$ cat src/aes_ram.sv
// ----------------------------------------------------------------------------
// aes_ram: generic single-write, single-read memory
// One write port and one read port; the read data is registered.
// ----------------------------------------------------------------------------
`default_nettype none
module aes_ram #(
  parameter int WIDTH = 128,
  parameter int DEPTH = 15
) (
  input  logic                     clk,
  input  logic                     we,
  input  logic [$clog2(DEPTH)-1:0] waddr,
  input  logic [WIDTH-1:0]         wdata,
  input  logic [$clog2(DEPTH)-1:0] raddr,
  output logic [WIDTH-1:0]         rdata
);

  logic [WIDTH-1:0] mem [DEPTH];

  always_ff @(posedge clk) begin
    if (we) begin
      mem[waddr] <= wdata;
    end
    rdata <= mem[raddr];
  end

endmodule
`default_nettype wire

$ cat config.mk
export PLATFORM = sky130hd
export DESIGN_NAME = aes_ram
export DESIGN_NICKNAME = d
export VERILOG_FILES = /design/src/aes_ram.sv
export SDC_FILE = /design/constraint.sdc
export NUM_CORES = 2
export LEC_CHECK = 0
export BUFFER_PORTS_ARGS = -buffer_cell sky130_fd_sc_hd__buf_2
export CAP_MARGIN = 15
export CELL_PAD_IN_SITES_DETAIL_PLACEMENT = 0
export CELL_PAD_IN_SITES_GLOBAL_PLACEMENT = 1
export CORE_MARGIN = 2
export CORE_UTILIZATION = 45
export CTS_CLUSTER_DIAMETER = 150
export DETAILED_ROUTE_END_ITERATION = 12
export PLACE_DENSITY = 0.63
export SETUP_SLACK_MARGIN = 0.15
export SYNTH_ARGS = -nofsm -noshare
export SYNTH_HDL_FRONTEND = slang
export SYNTH_SLANG_ARGS = --single-unit
export TNS_END_PERCENT = 5
$ cat constraint.sdc
create_clock -name clk -period 12.2 [get_ports clk]
set_clock_uncertainty 0.1 [all_clocks]
set_input_delay 0.61 -clock clk [delete_from_list [all_inputs] [get_ports clk]]
set_output_delay 0.61 -clock clk [all_outputs]
set_load 0.01 [all_outputs]
==> flow_summary.html <==
<table>
<tr><th>Metric</th><th>Value</th></tr>
<tr><th colspan="2">Run status</th></tr>
<tr><td>Status</td><td>complete, no violations</td></tr>
<tr><th colspan="2">Synth</th></tr>
<tr><td>Cell with the most instances after synthesis</td><td>sky130_fd_sc_hd__edfxtp_1</td></tr>
<tr><td>Top flip-flop cell by instance count after synthesis</td><td>sky130_fd_sc_hd__edfxtp_1</td></tr>
<tr><td>Syn_nets</td><td>3820</td></tr>
<tr><td>Most common library cells after synthesis</td><td>1920 x sky130_fd_sc_hd__edfxtp_1, 360 x sky130_fd_sc_hd__mux2i_1, 268 x sky130_fd_sc_hd__mux4_2, 130 x sky130_fd_sc_hd__nand2_1</td></tr>
<tr><td>Post-synthesis async set-or-reset flop share</td><td>0%</td></tr>
<tr><td>Mapped Avg Cell Area</td><td>20.5 um^2</td></tr>
<tr><td>Proportion of synthesized chip area in sequential cells</td><td>79.6%</td></tr>
<tr><td>Unique masters post-synth</td><td>31</td></tr>
<tr><td>Synthesis Warnings</td><td>0</td></tr>
<tr><td>Total of flip-flops plus latches after synthesis</td><td>2048</td></tr>
<tr><td>Number of flops mapped to enable cells by yosys</td><td>1920</td></tr>
<tr><td>Most area-hungry cell type in the Yosys netlist</td><td>sky130_fd_sc_hd__edfxtp_1</td></tr>
<tr><td>Instance count of the mapped netlist</td><td>3682</td></tr>
<tr><td>Most area-consuming cells after synthesis</td><td>sky130_fd_sc_hd__edfxtp_1 76%, sky130_fd_sc_hd__mux4_2 8.0%, sky130_fd_sc_hd__mux2i_1 4.8%, sky130_fd_sc_hd__dfxtp_1 3.4%, sky130_fd_sc_hd__a22oi_1 1.3%</td></tr>
<tr><td>Area fraction of the dominant cell type after synthesis</td><td>76.2%</td></tr>
<tr><td>Mapped cell area</td><td>0.0757 mm^2</td></tr>
<tr><th colspan="2">GRT</th></tr>
<tr><td>Overall track demand over capacity in global routing</td><td>21.3%</td></tr>
<tr><td>First-pass GRT wire length</td><td>266 mm</td></tr>
<tr><td>Pin count of the biggest net entering global routing</td><td>134</td></tr>
<tr><td>GR Overflow Total</td><td>0</td></tr>
<tr><td>Number of global-route vias before repair</td><td>37300</td></tr>
<tr><td>Initial antenna violation count</td><td>34</td></tr>
<tr><th colspan="2">Clock network</th></tr>
<tr><td>Count of buffers added by post-CTS timing repair for setup</td><td>0</td></tr>
<tr><td>Max H-tree Level</td><td>4</td></tr>
<tr><td>Clock transition at path regs</td><td>0.06 ns</td></tr>
<tr><td>Maximum count of clock buffers along a single path</td><td>3</td></tr>
<tr><td>TritonCTS clock tree</td><td>built</td></tr>
<tr><td>Clock buffer count from CTS</td><td>204</td></tr>
<tr><td>CTS sink cnt</td><td>2048</td></tr>
<tr><td>Clock Latency Late Sink</td><td>0.82 ns</td></tr>
<tr><td>CTS root buf</td><td>sky130_fd_sc_hd__clkbuf_16</td></tr>
<tr><th colspan="2">Worst hold path</th></tr>
<tr><td>Tightest Hold Check Type</td><td>in -&gt; reg</td></tr>
<tr><th colspan="2">Die</th></tr>
<tr><td>Height of the chip</td><td>414 um</td></tr>
<tr><td>Die Wd</td><td>414 um</td></tr>
<tr><td>Initial Util</td><td>45.3%</td></tr>
<tr><td>Placeable core area</td><td>0.167 mm^2</td></tr>
<tr><td>Die footprint</td><td>0.171 mm^2</td></tr>
<tr><td>I/O pin total</td><td>266</td></tr>
<tr><td>Std-Cell Rows</td><td>150</td></tr>
<tr><th colspan="2">Routing</th></tr>
<tr><td>Count of vias placed by the detailed router</td><td>37000</td></tr>
<tr><td>Post-detailed-route DRC marker count</td><td>0</td></tr>
<tr><td>Length of the first detailed-routing pass in iterations</td><td>6</td></tr>
<tr><td>Total wire length after detailed routing</td><td>185 mm</td></tr>
<tr><td>DR vias/cell</td><td>5.73</td></tr>
<tr><td>Final ANT Viol Nets</td><td>0</td></tr>
<tr><td>DRC violation total after the first TritonRoute iteration</td><td>3145</td></tr>
<tr><td>Routed length per instance</td><td>28.6 um</td></tr>
<tr><th colspan="2">Critical path</th></tr>
<tr><td>Critical path cell sequence</td><td>buf_2 -&gt; nand3b_1 -&gt; nor3_2 -&gt; buf_4 -&gt; buf_4 -&gt; buf_4</td></tr>
<tr><td>Data required time of the critical path</td><td>12.53 ns</td></tr>
<tr><td>Cell seen most often among critical-path stages</td><td>sky130_fd_sc_hd__buf_4</td></tr>
<tr><td>Max stage delay on crit path</td><td>0.89 ns</td></tr>
<tr><td>Slowest library cell on the worst path</td><td>sky130_fd_sc_hd__buf_4</td></tr>
<tr><td>Maximum fanout along the worst path</td><td>52</td></tr>
<tr><td>Classification of the worst setup path</td><td>in -&gt; reg</td></tr>
<tr><td>Element type at the critical path start</td><td>primary input</td></tr>
<tr><td>Critical path arrival</td><td>3.81 ns</td></tr>
<tr><td>Critical Path Sink Type</td><td>flip-flop</td></tr>
<tr><td>Number of buffer and inverter stages on the critical path</td><td>4</td></tr>
<tr><td>Family with the most delay on the worst path</td><td>buffers and inverters</td></tr>
<tr><th colspan="2">STA</th></tr>
<tr><td>Final number of setup-violating endpoints</td><td>0</td></tr>
<tr><td>Worst Tran Pin Value</td><td>1.18 ns</td></tr>
<tr><td>Final period util</td><td>28.5%</td></tr>
<tr><td>Peak clock frequency supported by timing</td><td>287 MHz</td></tr>
<tr><td>Setup TNS</td><td>0 ns</td></tr>
<tr><td>Worst setup slack after layout</td><td>8.72 ns</td></tr>
<tr><td>Final critical delay including setup and external delays</td><td>3.48 ns</td></tr>
<tr><td>Worst relative slew slack</td><td>21.4%</td></tr>
<tr><td>Final number of hold-violating endpoints</td><td>0</td></tr>
<tr><td>Slew Viols, Final</td><td>0</td></tr>
<tr><td>Worst hold slack</td><td>0.0547 ns</td></tr>
<tr><td>Unrepaired setup endpoints after global routing</td><td>false</td></tr>
<tr><th colspan="2">Power and ir drop</th></tr>
<tr><td>Cell area power density</td><td>172 mW/mm^2</td></tr>
<tr><td>Maximum vdd drop</td><td>153 uV</td></tr>
<tr><td>Leak Pwr</td><td>28.6 nW</td></tr>
<tr><td>Pwr Total</td><td>14.9 mW</td></tr>
<tr><th colspan="2">Placement</th></tr>
<tr><td>Half-perimeter wire length after detailed placement</td><td>92.7 mm</td></tr>
<tr><td>Buffers on Ports</td><td>265</td></tr>
<tr><td>Worst Setup Slack post-DPL</td><td>7.83 ns</td></tr>
<tr><td>Routability cong.</td><td>0.729</td></tr>
<tr><th colspan="2">Job</th></tr>
<tr><td>Max-cap violations</td><td>0</td></tr>
<tr><th colspan="2">Finish</th></tr>
<tr><td>Layout overhead on the synthesized area</td><td>14.4%</td></tr>
<tr><td>Share of cells above drive strength 1</td><td>21.9%</td></tr>
<tr><td>Post-layout nets</td><td>4194</td></tr>
</table>
[path summary, 6_finish.rpt]
path         slack, ns                  start  cells after the start                    to
min               0.05              wdata[67]                      1  mem[2][67]$_DFFE_PP_
max               8.72               waddr[3]                      6   mem[4][7]$_DFFE_PP_
min reg2reg       0.46  mem[14][55]$_DFFE_PP_                      2     rdata[55]$_DFF_P_
max reg2reg      10.42  mem[11][56]$_DFFE_PP_                      3     rdata[56]$_DFF_P_
[sequential cells by signal, summed over array words and instances, names as in the netlist]
| signal | count |
|---|---|
| rdata | 128 |
| mem | 1920 |
[final cells by class]
type	instances	area, um^2
Fill cell	13300	80500
Sequential cell	2048	60200
Multi-Input combinational cell	1424	14400
Clock buffer	278	5620
Tap cell	2204	2760
Timing Repair Buffer	375	2400
Clock inverter	109	1140
Antenna cell	8	20.0
Inverter	3	18.8
[layout by cell type, fill, tap and decap left out, types with 2 or more instances in the layout]
cell type / instances
sky130_fd_sc_hd__a21oi_1: 12
sky130_fd_sc_hd__a22oi_1: 128
sky130_fd_sc_hd__a31oi_1: 116
sky130_fd_sc_hd__buf_12: 9
sky130_fd_sc_hd__buf_2: 262
sky130_fd_sc_hd__buf_4: 58
sky130_fd_sc_hd__buf_8: 3
sky130_fd_sc_hd__bufinv_16: 17
sky130_fd_sc_hd__clkbuf_1: 50
sky130_fd_sc_hd__clkbuf_16: 204
sky130_fd_sc_hd__clkbuf_8: 24
sky130_fd_sc_hd__clkinv_1: 34
sky130_fd_sc_hd__clkinv_16: 4
sky130_fd_sc_hd__clkinv_2: 39
sky130_fd_sc_hd__clkinv_8: 5
sky130_fd_sc_hd__clkinvlp_4: 3
sky130_fd_sc_hd__dfxtp_1: 128
sky130_fd_sc_hd__diode_2: 8
sky130_fd_sc_hd__dlygate4sd3_1: 42
sky130_fd_sc_hd__edfxtp_1: 1920
sky130_fd_sc_hd__inv_16: 2
sky130_fd_sc_hd__inv_6: 6
sky130_fd_sc_hd__mux2i_1: 360
sky130_fd_sc_hd__mux4_2: 268
sky130_fd_sc_hd__nand2_1: 130
sky130_fd_sc_hd__nand2b_1: 120
sky130_fd_sc_hd__nand3b_1: 2
sky130_fd_sc_hd__nor2_1: 18
sky130_fd_sc_hd__nor2_4: 13
sky130_fd_sc_hd__nor3_2: 4
sky130_fd_sc_hd__o211ai_1: 12
sky130_fd_sc_hd__o21ai_0: 13
sky130_fd_sc_hd__o21ai_1: 103
sky130_fd_sc_hd__o22ai_1: 116
[power breakdown]
group,internal (mW),switching [mW],total (mW)
Sequential,7.86,0.0660,7.93
Clock,3.60,2.64,6.24
Combinational,0.272,0.480,0.751
Total,11.7,3.19,14.9
[timing repair]
action,in CTS,in global routing
hold buffers,42,0
hold endpoints to repair,463,0
resized for setup,0,0
[stage by stage]
| step | area [um^2] | std cells | utilization, % |
|---|---|---|---|
| finish | 86500 | 6449 | 51.8 |
| global route | 86500 | 6442 | 51.8 |
| CTS | 86500 | 6441 | 51.8 |
| detailed placement | 79300 | 6012 | 47.5 |
| global placement | 79300 | 6010 | 47.5 |
| floorplan | 75700 | 3682 | - |
[layer usage]
metal,wire [um],global-route usage (%),vias to the layer above
li1,-,-,15900
met1,78000,29.0,19800
met2,93800,36.4,1024
met3,9230,3.36,274
met4,3370,4.76,18
met5,103,0,-
[cells by family (layout without fill, tap and decap cells)]
| logic type | Yosys count | count (layout) | share of synthesized area [%] |
|---|---|---|---|
| buffers and inverters | 210 | 765 | 1.60 |
| multiplexers | 628 | 628 | 12.7 |
| other | 0 | 8 | 0 |
| AO/OA/AOI/OAI | 500 | 500 | 4.15 |
| AND/OR/NAND/NOR | 296 | 296 | 1.92 |
| flip-flops | 2048 | 2048 | 79.6 |
Power figures use the tool's default switching activity.
