$ cat config.mk
export PLATFORM = sky130hd
export DESIGN_NAME = aes_kexp
export DESIGN_NICKNAME = d
export VERILOG_FILES = /design/src/aes_pkg.sv /design/src/aes_kexp.sv
export SDC_FILE = /design/constraint.sdc
export NUM_CORES = 2
export LEC_CHECK = 0
export BUFFER_PORTS_ARGS = -buffer_cell sky130_fd_sc_hd__buf_2
export CORE_UTILIZATION = 40
export DETAILED_ROUTE_END_ITERATION = 10
export GPL_TIMING_DRIVEN = 0
export SKIP_LAST_GASP = 1
export SYNTH_ARGS = -nofsm -noshare
export SYNTH_HDL_FRONTEND = slang
export SYNTH_SLANG_ARGS = --single-unit
$ cat constraint.sdc
create_clock -name clk -period 5.05 [get_ports clk]
set_input_delay 0.505 -clock clk [delete_from_list [all_inputs] [get_ports clk]]
set_output_delay 0.505 -clock clk [all_outputs]
set_load 0.01 [all_outputs]
$ cat src/aes_pkg.sv
// ----------------------------------------------------------------------------
// aes_pkg: shared types, tables and round functions
// This package holds the S-box tables, the AES round functions, the register
// codes and the command structs that join the controller and the datapaths.
// ----------------------------------------------------------------------------
`default_nettype none
package aes_pkg;

  localparam int MAX_ROUND_KEY_WORDS = 60;
  localparam int RK_ROWS = MAX_ROUND_KEY_WORDS / 4;
  localparam int RK_AW = $clog2(RK_ROWS);
  localparam int WIDX_W = $clog2(MAX_ROUND_KEY_WORDS);

  typedef enum logic [2:0] {
    CFG_KEY_SIZE = 3'd0,
    CFG_KEY_A    = 3'd1,
    CFG_KEY_B    = 3'd2,
    CFG_KEY_C    = 3'd3,
    CFG_KEY_D    = 3'd4,
    CFG_MODE     = 3'd5,
    CFG_IV_HIGH  = 3'd6,
    CFG_IV_LOW   = 3'd7
  } cfg_index_t;

  typedef enum logic [1:0] {
    MODE_ECB = 2'd0,
    MODE_CBC = 2'd1,
    MODE_CFB = 2'd2,
    MODE_OFB = 2'd3
  } mode_t;

  typedef enum logic [1:0] {
    KS_128 = 2'd0,
    KS_192 = 2'd1,
    KS_256 = 2'd2
  } key_size_t;

  typedef struct packed {
    logic              init;
    logic              step;
    logic [WIDX_W-1:0] widx;
    logic [2:0]        wmod;
  } kexp_cmd_t;

  typedef struct packed {
    logic capture;
    logic load;
    logic round;
    logic last;
    logic finish;
  } dp_cmd_t;

  typedef struct packed {
    logic core_dec_in;
  } dp_stat_t;

  localparam logic [2047:0] SBOX_TBL = {
    128'h637c777bf26b6fc53001672bfed7ab76, 128'hca82c97dfa5947f0add4a2af9ca472c0,
    128'hb7fd9326363ff7cc34a5e5f171d83115, 128'h04c723c31896059a071280e2eb27b275,
    128'h09832c1a1b6e5aa0523bd6b329e32f84, 128'h53d100ed20fcb15b6acbbe394a4c58cf,
    128'hd0efaafb434d338545f9027f503c9fa8, 128'h51a3408f929d38f5bcb6da2110fff3d2,
    128'hcd0c13ec5f974417c4a77e3d645d1973, 128'h60814fdc222a908846eeb814de5e0bdb,
    128'he0323a0a4906245cc2d3ac629195e479, 128'he7c8376d8dd54ea96c56f4ea657aae08,
    128'hba78252e1ca6b4c6e8dd741f4bbd8b8a, 128'h703eb5664803f60e613557b986c11d9e,
    128'he1f8981169d98e949b1e87e9ce5528df, 128'h8ca1890dbfe6426841992d0fb054bb16
  };

  localparam logic [2047:0] ISBOX_TBL = {
    128'h52096ad53036a538bf40a39e81f3d7fb, 128'h7ce339829b2fff87348e4344c4dee9cb,
    128'h547b9432a6c2233dee4c950b42fac34e, 128'h082ea16628d924b2765ba2496d8bd125,
    128'h72f8f66486689816d4a45ccc5d65b692, 128'h6c704850fdedb9da5e154657a78d9d84,
    128'h90d8ab008cbcd30af7e45805b8b34506, 128'hd02c1e8fca3f0f02c1afbd0301138a6b,
    128'h3a9111414f67dcea97f2cfcef0b4e673, 128'h96ac7422e7ad3585e2f937e81c75df6e,
    128'h47f11a711d29c5896fb7620eaa18be1b, 128'hfc563e4bc6d279209adbc0fe78cd5af4,
    128'h1fdda8338807c731b11210592780ec5f, 128'h60517fa919b54a0d2de57a9f93c99cef,
    128'ha0e03b4dae2af5b0c8ebbb3c83539961, 128'h172b047eba77d626e169146355210c7d
  };

  function automatic logic [7:0] sb(input logic [7:0] x);
    return SBOX_TBL[11'd2047 - {x, 3'b000} -: 8];
  endfunction

  function automatic logic [7:0] isb(input logic [7:0] x);
    return ISBOX_TBL[11'd2047 - {x, 3'b000} -: 8];
  endfunction

  function automatic logic [7:0] xt(input logic [7:0] a);
    return {a[6:0], 1'b0} ^ (a[7] ? 8'h1b : 8'h00);
  endfunction

  function automatic logic [31:0] sub_word(input logic [31:0] w);
    return {sb(w[31:24]), sb(w[23:16]), sb(w[15:8]), sb(w[7:0])};
  endfunction

  function automatic logic [3:0] nr_of(input logic [1:0] ks);
    return (ks == KS_128) ? 4'd10 : ((ks == KS_192) ? 4'd12 : 4'd14);
  endfunction

  function automatic logic [3:0] nk_of(input logic [1:0] ks);
    return (ks == KS_128) ? 4'd4 : ((ks == KS_192) ? 4'd6 : 4'd8);
  endfunction

  function automatic logic [31:0] mix_col(input logic [31:0] w);
    logic [7:0] a0, a1, a2, a3;
    a0 = w[31:24]; a1 = w[23:16]; a2 = w[15:8]; a3 = w[7:0];
    return {xt(a0) ^ xt(a1) ^ a1 ^ a2 ^ a3,
            a0 ^ xt(a1) ^ xt(a2) ^ a2 ^ a3,
            a0 ^ a1 ^ xt(a2) ^ xt(a3) ^ a3,
            xt(a0) ^ a0 ^ a1 ^ a2 ^ xt(a3)};
  endfunction

  function automatic logic [31:0] inv_mix_col(input logic [31:0] w);
    logic [7:0] a [4];
    logic [7:0] x2 [4];
    logic [7:0] x4 [4];
    logic [7:0] x8 [4];
    logic [7:0] m9 [4];
    logic [7:0] mb [4];
    logic [7:0] md [4];
    logic [7:0] me [4];
    for (int i = 0; i < 4; i++) begin
      a[i]  = w[31-8*i -: 8];
      x2[i] = xt(a[i]);
      x4[i] = xt(x2[i]);
      x8[i] = xt(x4[i]);
      m9[i] = x8[i] ^ a[i];
      mb[i] = x8[i] ^ x2[i] ^ a[i];
      md[i] = x8[i] ^ x4[i] ^ a[i];
      me[i] = x8[i] ^ x4[i] ^ x2[i];
    end
    return {me[0] ^ mb[1] ^ md[2] ^ m9[3],
            m9[0] ^ me[1] ^ mb[2] ^ md[3],
            md[0] ^ m9[1] ^ me[2] ^ mb[3],
            mb[0] ^ md[1] ^ m9[2] ^ me[3]};
  endfunction

  // Byte k of a block sits at bits [127-8k -: 8]; column c is bytes 4c..4c+3.
  function automatic logic [127:0] enc_round(input logic [127:0] s,
                                             input logic [127:0] rk,
                                             input logic last);
    logic [127:0] t;
    logic [127:0] m;
    for (int c = 0; c < 4; c++) begin
      for (int r = 0; r < 4; r++) begin
        t[127-8*(4*c+r) -: 8] = sb(s[127-8*(4*((c+r)%4)+r) -: 8]);
      end
    end
    for (int c = 0; c < 4; c++) begin
      m[127-32*c -: 32] = mix_col(t[127-32*c -: 32]);
    end
    return (last ? t : m) ^ rk;
  endfunction

  function automatic logic [127:0] dec_round(input logic [127:0] s,
                                             input logic [127:0] rk,
                                             input logic last);
    logic [127:0] t;
    logic [127:0] u;
    logic [127:0] m;
    for (int c = 0; c < 4; c++) begin
      for (int r = 0; r < 4; r++) begin
        t[127-8*(4*((c+r)%4)+r) -: 8] = isb(s[127-8*(4*c+r) -: 8]);
      end
    end
    u = t ^ rk;
    for (int c = 0; c < 4; c++) begin
      m[127-32*c -: 32] = inv_mix_col(u[127-32*c -: 32]);
    end
    return last ? u : m;
  endfunction

endpackage
`default_nettype wire

$ cat src/aes_kexp.sv
// ----------------------------------------------------------------------------
// aes_kexp: key registers and key expansion datapath
// Produces one expanded key word per step and writes a round-key row to the
// store every fourth word.
// ----------------------------------------------------------------------------
`default_nettype none
module aes_kexp (
  input  logic                     clk,
  input  logic                     rst,
  input  logic                     cfg_wr,
  input  logic [2:0]               cfg_index,
  input  logic [63:0]              cfg_data,
  input  aes_pkg::kexp_cmd_t       cmd,
  output logic [1:0]               key_size,
  output logic                     rk_we,
  output logic [aes_pkg::RK_AW-1:0] rk_waddr,
  output logic [127:0]             rk_wdata
);

  localparam int WIDX_TOP = aes_pkg::WIDX_W - 1;

  logic [255:0] key;
  logic [31:0]  sh [8];
  logic [7:0]   rcon;
  logic [3:0]   nk;
  logic [31:0]  prev;
  logic [31:0]  back;
  logic [31:0]  word;
  logic         use_rcon;

  assign nk   = aes_pkg::nk_of(key_size);
  assign prev = sh[0];

  always_comb begin
    unique case (key_size)
      aes_pkg::KS_128: back = sh[3];
      aes_pkg::KS_192: back = sh[5];
      default:         back = sh[7];
    endcase
  end

  assign use_rcon = ({2'b00, cmd.widx} >= {4'd0, nk}) && (cmd.wmod == 3'd0);

  always_comb begin
    if ({2'b00, cmd.widx} < {4'd0, nk}) begin
      word = key[255 - 32*cmd.widx[2:0] -: 32];
    end else if (use_rcon) begin
      word = aes_pkg::sub_word({prev[23:0], prev[31:24]}) ^ {rcon, 24'h0} ^ back;
    end else if (nk == 4'd8 && cmd.wmod == 3'd4) begin
      word = aes_pkg::sub_word(prev) ^ back;
    end else begin
      word = prev ^ back;
    end
  end

  assign rk_we    = cmd.step && (cmd.widx[1:0] == 2'd3);
  assign rk_waddr = cmd.widx[WIDX_TOP:2];
  assign rk_wdata = {sh[2], sh[1], sh[0], word};

  always_ff @(posedge clk) begin
    if (rst) begin
      key_size <= aes_pkg::KS_128;
      key      <= '0;
      rcon     <= 8'h01;
    end else begin
      if (cfg_wr) begin
        unique case (cfg_index)
          aes_pkg::CFG_KEY_SIZE: key_size <= cfg_data[1:0];
          aes_pkg::CFG_KEY_A:    key[255:192] <= cfg_data;
          aes_pkg::CFG_KEY_B:    key[191:128] <= cfg_data;
          aes_pkg::CFG_KEY_C:    key[127:64] <= cfg_data;
          aes_pkg::CFG_KEY_D:    key[63:0] <= cfg_data;
          default: ;
        endcase
      end
      if (cmd.init) begin
        rcon <= 8'h01;
      end else if (cmd.step && use_rcon) begin
        rcon <= aes_pkg::xt(rcon);
      end
    end
  end

  always_ff @(posedge clk) begin
    if (cmd.step) begin
      sh[0] <= word;
      for (int i = 1; i < 8; i++) begin
        sh[i] <= sh[i-1];
      end
    end
  end

endmodule
`default_nettype wire

==> results.sh <==
export IMPL_synthFlopType="dfxtp_1"
export IMPL_areaGrowthSynthToFinish_pct=19.15
export IMPL_synth_fp_nets=4172
export IMPL_hold_path_class="primary input to flip-flop"
export IMPL_grt_pass1_vias=35620
export IMPL_synthTopCellsByCount="715 x nand2_1, 477 x a21oi_1, 266 x dfxtp_1"
export IMPL_p_leak_nw=14.67
export IMPL_synth_distinct_cells=92
export IMPL_ioPinCount=216
export IMPL_max_cap_violations=0
export IMPL_power_density_mw_per_mm2=422.4
export IMPL_final_nets=4503
export IMPL_slew_violations=0
export IMPL_crit_chain="buf_4 -> clkbuf_8 -> buf_8 -> clkinvlp_4 -> ha_4 -> clkbuf_4 -> nand2b_4 -> nand2_1 -> mux4_2 -> o211ai_1 -> o2111ai_2 -> o22ai_1 -> a31o_2 -> xnor2_1 -> a21oi_2 -> buf_2"
export IMPL_worstPathMaxFanout=10
export IMPL_finalClockSkew_ns=0.02948
export IMPL_drtAntennaViolNets=0
export IMPL_synth_top_family_by_area="compound AO/OA/AOI/OAI gates"
export IMPL_cp_slowest_cell="mux4_2"
export IMPL_fin_crit_ns=5.120
export IMPL_gp_congestion=1.128
export IMPL_overflow=0
export IMPL_setup_tns_final_ns=-0.4461
export IMPL_cts_tree="done"
export IMPL_synthXorXnorAreaFrac=0.01180
export IMPL_slew_headroom=0.03209
export IMPL_htree_num_levels=2
export IMPL_whs_path_depth=3
export IMPL_max_freq_ghz=0.1953
export IMPL_synth_compound_area_share=0.2252
export IMPL_synth_area_mm2=0.03490
export IMPL_drt_first_pass_iters=9
export IMPL_synthMuxAreaShare=0.1058
export IMPL_detail_route_wl_per_cell_um=33.64
export IMPL_async_flop_share=0
export IMPL_grt_total_usage=0.4083
export IMPL_root_buffer="clkbuf_16"
export IMPL_wirelength_um=186800
export IMPL_clk_path_buf_depth=3
export IMPL_avgSynthCellArea_um2=8.663
export IMPL_antenna_found_initial=18
export IMPL_drive_gt1_frac=0.2458
export IMPL_slowest_delay_ns=0.47
export IMPL_setup_viol=13
export IMPL_layout_cells_non_filler=5554
export IMPL_hpwl_um=134100
export IMPL_min_to="key[205]"
export IMPL_holdCritStartpoint="cfg_data[13]"
export IMPL_start_util=0.4066
export IMPL_synth_edf_count=256
export IMPL_die_h_um=297.4
export IMPL_dieWidth_um=297.4
export IMPL_yosysMostFrequentCell="nand2_1"
export IMPL_yosys_top_cells_area="edfxtp_1 22%, dfxtp_1 15%, mux4_2 8.2%, nand2_1 7.7%, a21oi_1 6.8%"
export IMPL_vias=37530
export IMPL_worst_slack_ns=-0.07050
export IMPL_grt_pass1_wl_um=264000
export IMPL_rows=107
export IMPL_io_buffers=212
export IMPL_violations="setup timing"
export IMPL_synth_largest_area_cell="edfxtp_1"
export IMPL_worstSetupPathType="flip-flop to output pin"
export IMPL_numCtsBuffers=57
export IMPL_tightestPinTransition_ns=1.452
export IMPL_first_iter_violations=5931
export IMPL_dp_cells=5386
export IMPL_cp_end_kind="output pin"
export IMPL_status="finished, violations left"
export IMPL_synthAdderAreaFrac=0.02259
export IMPL_yosysWarningCount=0
export IMPL_drc=0
export IMPL_period_share=1.014
export IMPL_worstPathArrival_ns=4.62
export IMPL_clk_pin_slew_ns=0.06
export IMPL_clock_sinks=522
export IMPL_start_kind="flip-flop"
export IMPL_ys_ff_latch=522
export IMPL_cp_required_ns=4.55
export IMPL_fp_coreArea_mm2=0.08582
export IMPL_ir_worst_vdd_mv=0.3375
export IMPL_final_hold_violation_count=0
export IMPL_n_fill_cell=8340
export IMPL_r2r_slack_ns=0.93
export IMPL_insertion_delay_ns=0.66
export IMPL_r2r_start="sh[0][0]"
export IMPL_rsz0062_at_grt="true"
export IMPL_vias_per_cell=6.757
export IMPL_reg2reg_to="sh[0][13]"
export IMPL_grt_max_degree=108
export IMPL_post_synth_top_area_fraction=0.2203
export IMPL_fin_util=0.4845
export IMPL_dieArea_mm2=0.08843
export IMPL_reg2reg_depth=14
export IMPL_synth_simple_gate_area_frac=0.1876
export IMPL_synthCells=4028
export IMPL_ys_seq_area_frac=0.3729
==> placed cells by master, fill, tap and decap left out, types with 21 or more instances in the layout <==
cell,n
mux2i_1,59
clkbuf_2,53
nand2b_1,84
clkbuf_1,163
a31oi_1,52
o21ai_0,179
o221ai_1,29
o311ai_0,31
buf_2,297
a211oi_1,67
or2_2,21
nor2b_1,95
and2_1,29
a21oi_1,447
nand2_1,707
clkbuf_4,23
buf_1,33
o211ai_1,46
nor2_1,167
buf_4,186
ha_1,47
mux4_2,127
nor3_1,78
edfxtp_1,256
xnor2_1,34
nand3_1,69
a21oi_2,26
inv_1,28
clkbuf_16,57
dfxtp_1,265
a311oi_1,34
==> layer usage <==
metal | global-route usage | up-vias | wire (um)
met5 | 0 | - | 127
met4 | 0.2105 | 20 | 13300
met3 | 0.1256 | 868 | 23610
met2 | 0.6200 | 3153 | 79570
met1 | 0.5214 | 18110 | 70210
li1 | - | 15380 | -
==> power by group <==
group	switching (mW)	total [mW]	internal [mW]
sequential	0.188	4.92	4.73
combinational	5.62	8.41	2.79
clock	1.80	4.24	2.44
total	7.61	17.6	9.95
==> area by class of cell <==
class                   count  area, um^2  area share
repair buffers            288        1700     0.04089
clock inverters            21       264.0    0.006349
flip-flops and latches    522       13020      0.3130
multi-input cells        2963       20600      0.4954
inverters                  48       221.5    0.005326
clock buffers              85        1623     0.03903
well taps                1144        1431     0.03442
diodes                      4       10.01   0.0002407
plain buffers             479        2716     0.06533
==> worst max-delay path, delay by kind of cell, from the launching register on <==
family / cells / cell delay, ns
multiplexers: 1 / 0.47
adder cells (fa/ha/maj): 1 / 0.38
XOR/XNOR: 1 / 0.12
flip-flops: 1 / 0.32
AND/OR/NAND/NOR: 2 / 0.28
buffers and inverters: 6 / 1.16
AO/OA/AOI/OAI: 5 / 1.23
==> worst max path at each step <==
stage	from	to	slack (ns)	depth (start not counted)
after global routing	sh[0][24]	rk_wdata[1]	-0.09	16
final	sh[0][24]	rk_wdata[1]	-0.07	16
after floorplan	cmd[4]	rk_wdata[23]	0.55	16
after detailed placement	key_size[1]	rk_wdata[13]	-2.61	16
after CTS	sh[0][3]	rk_wdata[14]	-0.03	13
after global placement	key_size[1]	rk_wdata[13]	-2.54	16
==> state kept, by name, summed over array words and instances (netlist names) <==
register	cells
sh	256
rcon	8
key	256
key_size	2
==> per-stage QoR <==
step	power, mW	worst slack [ns]	cell area (um^2)	hold slack (ns)
detailed placement	12.06	-2.606	37460	0.4045
floorplan	9.066	0.5514	34900	0.4003
CTS	16.85	-0.02587	40860	0.09793
global route	17.87	-0.08856	41570	0.1112
finish	17.56	-0.07050	41580	0.1201
global placement	12.35	-2.543	37390	0.4002
==> logic make-up (layout without fill, tap and decap cells) <==
| family | after synthesis | after routing |
|---|---|---|
| and+or+nand+nor | 1422 | 1422 |
| AOI/OAI and AO/OA | 1223 | 1223 |
| buffers and inverters | 543 | 921 |
| DFF | 522 | 522 |
| muxes | 208 | 208 |
| adders and majority gates | 63 | 63 |
| xor gates and xnor gates | 47 | 47 |
| other | 0 | 4 |
==> what timing repair did <==
action | CTS | global route
resized for setup | 332 | 183
buffers inserted | 52 | 21
hold buffers | 0 | 0
setup endpoints to repair | 72 | 32
pin swaps | 34 | 27
gates cloned | 0 | 1
(Power assumes the default switching activity.)
