--- config.mk ---
export PLATFORM = sky130hd
export DESIGN_NAME = aes_ctrl
export DESIGN_NICKNAME = d
export VERILOG_FILES = /design/src/aes_pkg.sv /design/src/aes_ctrl.sv
export SDC_FILE = /design/constraint.sdc
export NUM_CORES = 1
export LEC_CHECK = 0
export BUFFER_PORTS_ARGS = -buffer_cell sky130_fd_sc_hd__buf_2
export CAP_MARGIN = 20
export CELL_PAD_IN_SITES_DETAIL_PLACEMENT = 1
export CELL_PAD_IN_SITES_GLOBAL_PLACEMENT = 1
export CORE_UTILIZATION = 35
export CTS_BUF_LIST = sky130_fd_sc_hd__clkbuf_16
export CTS_CLUSTER_DIAMETER = 30
export DETAILED_ROUTE_END_ITERATION = 12
export PLACE_DENSITY_LB_ADDON = 0.15
export SLEW_MARGIN = 10
export SYNTH_ARGS = -nofsm -noshare
export SYNTH_HDL_FRONTEND = slang
export SYNTH_SLANG_ARGS = --single-unit
--- constraint.sdc ---
create_clock -name clk -period 2.5 [get_ports clk]
set_input_delay 0.25 -clock clk [delete_from_list [all_inputs] [get_ports clk]]
set_output_delay 0.25 -clock clk [all_outputs]
set_load 0.01 [all_outputs]
--- src/aes_pkg.sv ---
// ----------------------------------------------------------------------------
// aes_pkg: shared types, tables and round functions
// This package holds the S-box tables, the AES round functions, the register
// codes and the command structs that join the controller and the datapaths.
// ----------------------------------------------------------------------------
`default_nettype none
package aes_pkg;

  localparam int MAX_ROUND_KEY_WORDS = 60;
  localparam int RK_ROWS = MAX_ROUND_KEY_WORDS / 4;
  localparam int RK_AW = $clog2(RK_ROWS);
  localparam int WIDX_W = $clog2(MAX_ROUND_KEY_WORDS);

  typedef enum logic [2:0] {
    CFG_KEY_SIZE = 3'd0,
    CFG_KEY_A    = 3'd1,
    CFG_KEY_B    = 3'd2,
    CFG_KEY_C    = 3'd3,
    CFG_KEY_D    = 3'd4,
    CFG_MODE     = 3'd5,
    CFG_IV_HIGH  = 3'd6,
    CFG_IV_LOW   = 3'd7
  } cfg_index_t;

  typedef enum logic [1:0] {
    MODE_ECB = 2'd0,
    MODE_CBC = 2'd1,
    MODE_CFB = 2'd2,
    MODE_OFB = 2'd3
  } mode_t;

  typedef enum logic [1:0] {
    KS_128 = 2'd0,
    KS_192 = 2'd1,
    KS_256 = 2'd2
  } key_size_t;

  typedef struct packed {
    logic              init;
    logic              step;
    logic [WIDX_W-1:0] widx;
    logic [2:0]        wmod;
  } kexp_cmd_t;

  typedef struct packed {
    logic capture;
    logic load;
    logic round;
    logic last;
    logic finish;
  } dp_cmd_t;

  typedef struct packed {
    logic core_dec_in;
  } dp_stat_t;

  localparam logic [2047:0] SBOX_TBL = {
    128'h637c777bf26b6fc53001672bfed7ab76, 128'hca82c97dfa5947f0add4a2af9ca472c0,
    128'hb7fd9326363ff7cc34a5e5f171d83115, 128'h04c723c31896059a071280e2eb27b275,
    128'h09832c1a1b6e5aa0523bd6b329e32f84, 128'h53d100ed20fcb15b6acbbe394a4c58cf,
    128'hd0efaafb434d338545f9027f503c9fa8, 128'h51a3408f929d38f5bcb6da2110fff3d2,
    128'hcd0c13ec5f974417c4a77e3d645d1973, 128'h60814fdc222a908846eeb814de5e0bdb,
    128'he0323a0a4906245cc2d3ac629195e479, 128'he7c8376d8dd54ea96c56f4ea657aae08,
    128'hba78252e1ca6b4c6e8dd741f4bbd8b8a, 128'h703eb5664803f60e613557b986c11d9e,
    128'he1f8981169d98e949b1e87e9ce5528df, 128'h8ca1890dbfe6426841992d0fb054bb16
  };

  localparam logic [2047:0] ISBOX_TBL = {
    128'h52096ad53036a538bf40a39e81f3d7fb, 128'h7ce339829b2fff87348e4344c4dee9cb,
    128'h547b9432a6c2233dee4c950b42fac34e, 128'h082ea16628d924b2765ba2496d8bd125,
    128'h72f8f66486689816d4a45ccc5d65b692, 128'h6c704850fdedb9da5e154657a78d9d84,
    128'h90d8ab008cbcd30af7e45805b8b34506, 128'hd02c1e8fca3f0f02c1afbd0301138a6b,
    128'h3a9111414f67dcea97f2cfcef0b4e673, 128'h96ac7422e7ad3585e2f937e81c75df6e,
    128'h47f11a711d29c5896fb7620eaa18be1b, 128'hfc563e4bc6d279209adbc0fe78cd5af4,
    128'h1fdda8338807c731b11210592780ec5f, 128'h60517fa919b54a0d2de57a9f93c99cef,
    128'ha0e03b4dae2af5b0c8ebbb3c83539961, 128'h172b047eba77d626e169146355210c7d
  };

  function automatic logic [7:0] sb(input logic [7:0] x);
    return SBOX_TBL[11'd2047 - {x, 3'b000} -: 8];
  endfunction

  function automatic logic [7:0] isb(input logic [7:0] x);
    return ISBOX_TBL[11'd2047 - {x, 3'b000} -: 8];
  endfunction

  function automatic logic [7:0] xt(input logic [7:0] a);
    return {a[6:0], 1'b0} ^ (a[7] ? 8'h1b : 8'h00);
  endfunction

  function automatic logic [31:0] sub_word(input logic [31:0] w);
    return {sb(w[31:24]), sb(w[23:16]), sb(w[15:8]), sb(w[7:0])};
  endfunction

  function automatic logic [3:0] nr_of(input logic [1:0] ks);
    return (ks == KS_128) ? 4'd10 : ((ks == KS_192) ? 4'd12 : 4'd14);
  endfunction

  function automatic logic [3:0] nk_of(input logic [1:0] ks);
    return (ks == KS_128) ? 4'd4 : ((ks == KS_192) ? 4'd6 : 4'd8);
  endfunction

  function automatic logic [31:0] mix_col(input logic [31:0] w);
    logic [7:0] a0, a1, a2, a3;
    a0 = w[31:24]; a1 = w[23:16]; a2 = w[15:8]; a3 = w[7:0];
    return {xt(a0) ^ xt(a1) ^ a1 ^ a2 ^ a3,
            a0 ^ xt(a1) ^ xt(a2) ^ a2 ^ a3,
            a0 ^ a1 ^ xt(a2) ^ xt(a3) ^ a3,
            xt(a0) ^ a0 ^ a1 ^ a2 ^ xt(a3)};
  endfunction

  function automatic logic [31:0] inv_mix_col(input logic [31:0] w);
    logic [7:0] a [4];
    logic [7:0] x2 [4];
    logic [7:0] x4 [4];
    logic [7:0] x8 [4];
    logic [7:0] m9 [4];
    logic [7:0] mb [4];
    logic [7:0] md [4];
    logic [7:0] me [4];
    for (int i = 0; i < 4; i++) begin
      a[i]  = w[31-8*i -: 8];
      x2[i] = xt(a[i]);
      x4[i] = xt(x2[i]);
      x8[i] = xt(x4[i]);
      m9[i] = x8[i] ^ a[i];
      mb[i] = x8[i] ^ x2[i] ^ a[i];
      md[i] = x8[i] ^ x4[i] ^ a[i];
      me[i] = x8[i] ^ x4[i] ^ x2[i];
    end
    return {me[0] ^ mb[1] ^ md[2] ^ m9[3],
            m9[0] ^ me[1] ^ mb[2] ^ md[3],
            md[0] ^ m9[1] ^ me[2] ^ mb[3],
            mb[0] ^ md[1] ^ m9[2] ^ me[3]};
  endfunction

  // Byte k of a block sits at bits [127-8k -: 8]; column c is bytes 4c..4c+3.
  function automatic logic [127:0] enc_round(input logic [127:0] s,
                                             input logic [127:0] rk,
                                             input logic last);
    logic [127:0] t;
    logic [127:0] m;
    for (int c = 0; c < 4; c++) begin
      for (int r = 0; r < 4; r++) begin
        t[127-8*(4*c+r) -: 8] = sb(s[127-8*(4*((c+r)%4)+r) -: 8]);
      end
    end
    for (int c = 0; c < 4; c++) begin
      m[127-32*c -: 32] = mix_col(t[127-32*c -: 32]);
    end
    return (last ? t : m) ^ rk;
  endfunction

  function automatic logic [127:0] dec_round(input logic [127:0] s,
                                             input logic [127:0] rk,
                                             input logic last);
    logic [127:0] t;
    logic [127:0] u;
    logic [127:0] m;
    for (int c = 0; c < 4; c++) begin
      for (int r = 0; r < 4; r++) begin
        t[127-8*(4*((c+r)%4)+r) -: 8] = isb(s[127-8*(4*c+r) -: 8]);
      end
    end
    u = t ^ rk;
    for (int c = 0; c < 4; c++) begin
      m[127-32*c -: 32] = inv_mix_col(u[127-32*c -: 32]);
    end
    return last ? u : m;
  endfunction

endpackage
`default_nettype wire

--- src/aes_ctrl.sv ---
// ----------------------------------------------------------------------------
// aes_ctrl: sequencing state machine
// Runs key expansion after reset and after every key write, then steps each
// item through load, rounds and result hand-off.
// ----------------------------------------------------------------------------
`default_nettype none
module aes_ctrl (
  input  logic                      clk,
  input  logic                      rst,
  input  logic                      key_wr,
  input  logic [1:0]                key_size,
  input  logic                      s_tvalid,
  output logic                      s_tready,
  output logic                      m_tvalid,
  input  logic                      m_tready,
  input  aes_pkg::dp_stat_t         stat,
  output aes_pkg::kexp_cmd_t        kcmd,
  output aes_pkg::dp_cmd_t          dcmd,
  output logic [aes_pkg::RK_AW-1:0] raddr
);

  typedef enum logic [4:0] {
    S_EXPAND = 5'b00001,
    S_IDLE   = 5'b00010,
    S_LOAD   = 5'b00100,
    S_ROUND  = 5'b01000,
    S_DONE   = 5'b10000
  } state_t;

  state_t                      state, state_next;
  logic [aes_pkg::WIDX_W-1:0]  widx, widx_next;
  logic [2:0]                  wmod, wmod_next;
  logic [3:0]                  rnd, rnd_next;
  logic [aes_pkg::RK_AW-1:0]   row, row_next;
  logic                        m_tvalid_next;
  logic                        dec;
  logic [3:0]                  nr;
  logic [3:0]                  nk;
  logic [aes_pkg::WIDX_W-1:0]  last_word;
  logic                        accept;
  logic                        fin;

  assign nr = aes_pkg::nr_of(key_size);
  assign nk = aes_pkg::nk_of(key_size);
  assign last_word = aes_pkg::WIDX_W'({nr, 2'b11});
  assign s_tready = (state == S_IDLE);
  assign accept = s_tvalid && s_tready;
  assign fin = (state == S_DONE) && (!m_tvalid || m_tready);

  // The store has a registered read, so the row needed in a cycle is
  // addressed in the cycle before, from row_next.
  assign raddr = row_next;

  assign kcmd.init = key_wr;
  assign kcmd.step = (state == S_EXPAND);
  assign kcmd.widx = widx;
  assign kcmd.wmod = wmod;

  assign dcmd.capture = accept;
  assign dcmd.load    = (state == S_LOAD);
  assign dcmd.round   = (state == S_ROUND);
  assign dcmd.last    = (rnd == nr);
  assign dcmd.finish  = fin;

  always_comb begin
    state_next = state;
    widx_next = widx;
    wmod_next = wmod;
    rnd_next = rnd;
    row_next = row;
    m_tvalid_next = m_tvalid && !m_tready;
    unique case (state)
      S_EXPAND: begin
        widx_next = widx + 1'b1;
        wmod_next = ({1'b0, wmod} == nk - 4'd1) ? 3'd0 : wmod + 3'd1;
        if (widx == last_word) begin
          state_next = S_IDLE;
        end
      end
      S_IDLE: begin
        if (accept) begin
          row_next = stat.core_dec_in ? nr : '0;
          state_next = S_LOAD;
        end
      end
      S_LOAD: begin
        rnd_next = 4'd1;
        row_next = dec ? row - 1'b1 : row + 1'b1;
        state_next = S_ROUND;
      end
      S_ROUND: begin
        rnd_next = rnd + 4'd1;
        row_next = dec ? row - 1'b1 : row + 1'b1;
        if (rnd == nr) begin
          state_next = S_DONE;
        end
      end
      S_DONE: begin
        if (fin) begin
          m_tvalid_next = 1'b1;
          state_next = S_IDLE;
        end
      end
      default: state_next = S_IDLE;
    endcase
    if (key_wr) begin
      state_next = S_EXPAND;
      widx_next = '0;
      wmod_next = '0;
    end
  end

  always_ff @(posedge clk) begin
    if (rst) begin
      state    <= S_EXPAND;
      widx     <= '0;
      wmod     <= '0;
      rnd      <= '0;
      row      <= '0;
      dec      <= 1'b0;
      m_tvalid <= 1'b0;
    end else begin
      state    <= state_next;
      widx     <= widx_next;
      wmod     <= wmod_next;
      rnd      <= rnd_next;
      row      <= row_next;
      m_tvalid <= m_tvalid_next;
      if (accept) begin
        dec <= stat.core_dec_in;
      end
    end
  end

  a_rnd_bound: assert property (@(posedge clk) disable iff (rst)
    (state == S_ROUND) |-> (rnd <= nr && rnd != 4'd0))
    else $error("round counter out of range");

  a_expand_bound: assert property (@(posedge clk) disable iff (rst)
    (state == S_EXPAND) |-> (widx <= last_word))
    else $error("key expansion index past the store");

  a_accept_load: assert property (@(posedge clk) disable iff (rst)
    (accept && !key_wr) |=> (state == S_LOAD))
    else $error("accepted item did not start loading");

  a_out_from_done: assert property (@(posedge clk) disable iff (rst)
    $rose(m_tvalid) |-> $past(state == S_DONE))
    else $error("result raised outside of completion");

endmodule
`default_nettype wire

==> results.yml <==
worst_setup_path:
  path_cells: "xnor2_1 > or4_1 > a31oi_1 > o21ai_0 > buf_2"
  crit_arrival_ps: 1930
  start_kind: "flip-flop"
  criticalPathCategory: "flip-flop to output pin"
  crit_fanout: 9
  cp_data_required_time_ps: 2250
  cp.depth: 5
  critPathMaxStageDelay_ps: 590
  endpoint_kind: "output pin"
  crit_slowest_cell: "or4_1"
  crit_buf_inv: 1
  cp_top_family: "simple AND/OR/NAND/NOR gates"
  ff2ff_path_depth: 4
power:
  internal_power_w: 0.000613
  swShare_pct: 21.6
  power_density_nw_per_um2: 480
  p_leak_nw: 0.681
  power_frac_seq_pct: 49.8
  p_sw_w: 0.000168
  ir_drop_mv: 0.262
  p_total_w: 0.000781
  comb_power_share_pct: 4.9
  clkPwrFrac_pct: 45.3
route:
  top_layer_used: "met4"
  wire_per_inst_um: 15.5
  dr_total_vias: 1275
  drt_pass1_iterations: 4
  wl_met1_um: 1840
  ant_nets: 0
  drc_errors: 0
  drt-vias-per-instance: 5.45
  wl_met2_um: 1570
  dr.first_iter.drc_count: 51
  routed-wl-met3_um: 178
  routed_wl_um: 3640
sta:
  hold_viol: 0
  fin_setup_tns_ps: 0
  fin_crit_sh_pct: 87.0
  fin_crit_ps: 2180
  fmax_mhz: 460
  tightest_slew_ps: 543
  hold_ws_ps: 305
  slew_viol_final: 0
  skew_ps: 1.34
  slew_headroom_pct: 63.4
  rsz0062_at_grt: "false"
  setup_viol: 0
  worst_slack_ps: 324
synth:
  synthFlopType: "dfxtp_1"
  synth_area_leaders: "dfxtp_1 (35%), nor2_1 (4.6%), ha_1 (4.5%)"
  synth_top_area_share_pct: 34.5
  syn-cell-area_um2: 1390
  synth.net_count: 175
  yosysSeqAreaShare_pct: 34.5
  synth_common_cells: "dfxtp_1 (24), nor2_1 (17), nand2_1 (16), a21oi_1 (9), nand3_1 (9)"
  syn_inst: 161
  yosysTopAreaCell: "dfxtp_1"
  yosysWarnings: 0
  ys_seq_elements: 24
  yosysMostFrequentCell: "dfxtp_1"
  synth_cell_types: 50
  synth_edf_count: 0
  ys_async_sr_fraction_pct: 0
  avgSynthCellArea_um2: 8.65
placed_design:
  place.gp.congestion: 0.743
  dp_hpwl_um: 2610
  dpl_cell_area_um2: 1550
  io_buffers: 29
  dp_slack_ps: 643
clock_network:
  clock_sinks: 24
  clk_path_buf_depth: 2
  cts_buffers: 3
  htree_levels: 1
  post_cts_buffers: 0
  cts_resized: 0
  hold_buffers: 0
  path_clk_slew_ps: 60
  root_buffer: "clkbuf_16"
  cts_tree: "built"
  clock_latency_ps: 260
min_path:
  hold-path-cell-count: 3
  hold_class: "input pin to flip-flop"
floorplan:
  core_um2: 3740
  ioPinCount: 30
  chipWidth_um: 65.1
  die_h_um: 65.1
  placementRows: 22
  die_area_um2: 4230
  start_util_pct: 37.2
cells_and_area:
  drive_gt1_share_pct: 26.3
  n_fill_cell: 480
  final_nets: 202
  n_antenna_cell: 0
  final_area_um2: 1630
  syn_to_final_growth_pct: 16.8
global_route:
  gr-total-overflow: 0
  grt_max_degree: 15
  grt_pass1_wl_um: 5930
  grt_pass1_vias: 1225
  gr-usage-all-layers_pct: 18.4
  antenna_found_initial: 0
outcome:
  status: "completed"
flow_run:
  max_cap_violations: 0
==> cell families after synthesis <==
kind of cell,Yosys count,share of synthesized area (%)
adder cells (fa/ha/maj),6,5.93
flip-flops,24,34.5
AO/OA/AOI/OAI,28,15.5
AND/OR/NAND/NOR,79,31.5
XOR/XNOR,9,5.66
buffers and inverters,13,5.21
multiplexers,2,1.62
==> tightest hold or removal path: cells and delay by family <==
| kind | cells | cell delay [ps] |
|---|---|---|
| AOI/OAI and AO/OA | 1 | 70 |
| buffers and inverters | 1 | 80 |
| and+or+nand+nor | 1 | 120 |
==> state kept, by name, indices dropped and copies added (netlist names) <==
name	cells
widx	6
state	5
rnd	4
row	4
wmod	3
dec	1
m_tvalid	1
==> metal layers <==
metal / global-route usage [%] / vias up
li1: - / 629
met1: 25.9 / 606
met2: 28.4 / 35
met3: 2.64 / 5
met4: 6.52 / 0
met5: 0 / -
==> final timing paths <==
path / startpoint / to / slack [ps]
max: state[2]$_SDFFE_PP0P_ / raddr[3] / 320
min: m_tready / m_tvalid$_SDFF_PP0_ / 300
max reg2reg: state[2]$_SDFFE_PP0P_ / state[1]$_SDFFE_PP0P_ / 690
min reg2reg: widx[1]$_SDFFE_PP0P_ / widx[1]$_SDFFE_PP0P_ / 490
==> cell type report <==
cell class                      instances  area (um2)  area share, %
Sequential cell                        24         480           29.5
Tap cell                               48        60.1           3.69
Clock buffer                            3        75.1           4.62
Inverter                                5        18.8           1.15
Multi-Input combinational cell        124         840           51.6
Timing Repair Buffer                   30         153           9.38
==> power groups by stage <==
stage / clock, W / combinational [W] / sequential [W]
finish: 0.000354 / 0.0000383 / 0.000389
global route: 0.000371 / 0.0000426 / 0.000390
CTS: 0.000359 / 0.0000388 / 0.000389
detailed placement: 0 / 0.0000384 / 0.000398
global placement: 0 / 0.0000376 / 0.000398
floorplan: 0 / 0.0000191 / 0.000399
==> through the flow <==
stage / utilization, % / std cells
2_1_floorplan: - / 161
3_3_place_gp: 41.4 / 231
3_5_place_dp: 41.4 / 231
4_1_cts: 43.4 / 234
5_1_grt: 43.4 / 234
6_report: 43.4 / 234
==> cell usage in the layout, fill, tap and decap left out, drive strengths merged, types with 2 or more instances in the layout <==
| master | synthesis | layout |
|---|---|---|
| and2 | 2 | 2 |
| clkbuf | 2 | 3 |
| nand3 | 9 | 9 |
| or3b | 3 | 3 |
| o21ai | 4 | 4 |
| dfxtp | 24 | 24 |
| nand4b | 3 | 3 |
| buf | 6 | 30 |
| nand2 | 16 | 16 |
| or3 | 3 | 3 |
| a31oi | 2 | 2 |
| nor3 | 3 | 3 |
| or4 | 2 | 2 |
| xnor2 | 5 | 5 |
| inv | 4 | 4 |
| xor2 | 4 | 4 |
| ha | 5 | 5 |
| a21oi | 9 | 9 |
| a22oi | 2 | 2 |
| o31ai | 2 | 2 |
| mux2 | 2 | 2 |
| nor2 | 18 | 18 |
| nor4 | 5 | 5 |
| nand3b | 2 | 2 |
| nand2b | 3 | 3 |
| and3 | 3 | 3 |
Power figures use the tool's default switching activity.
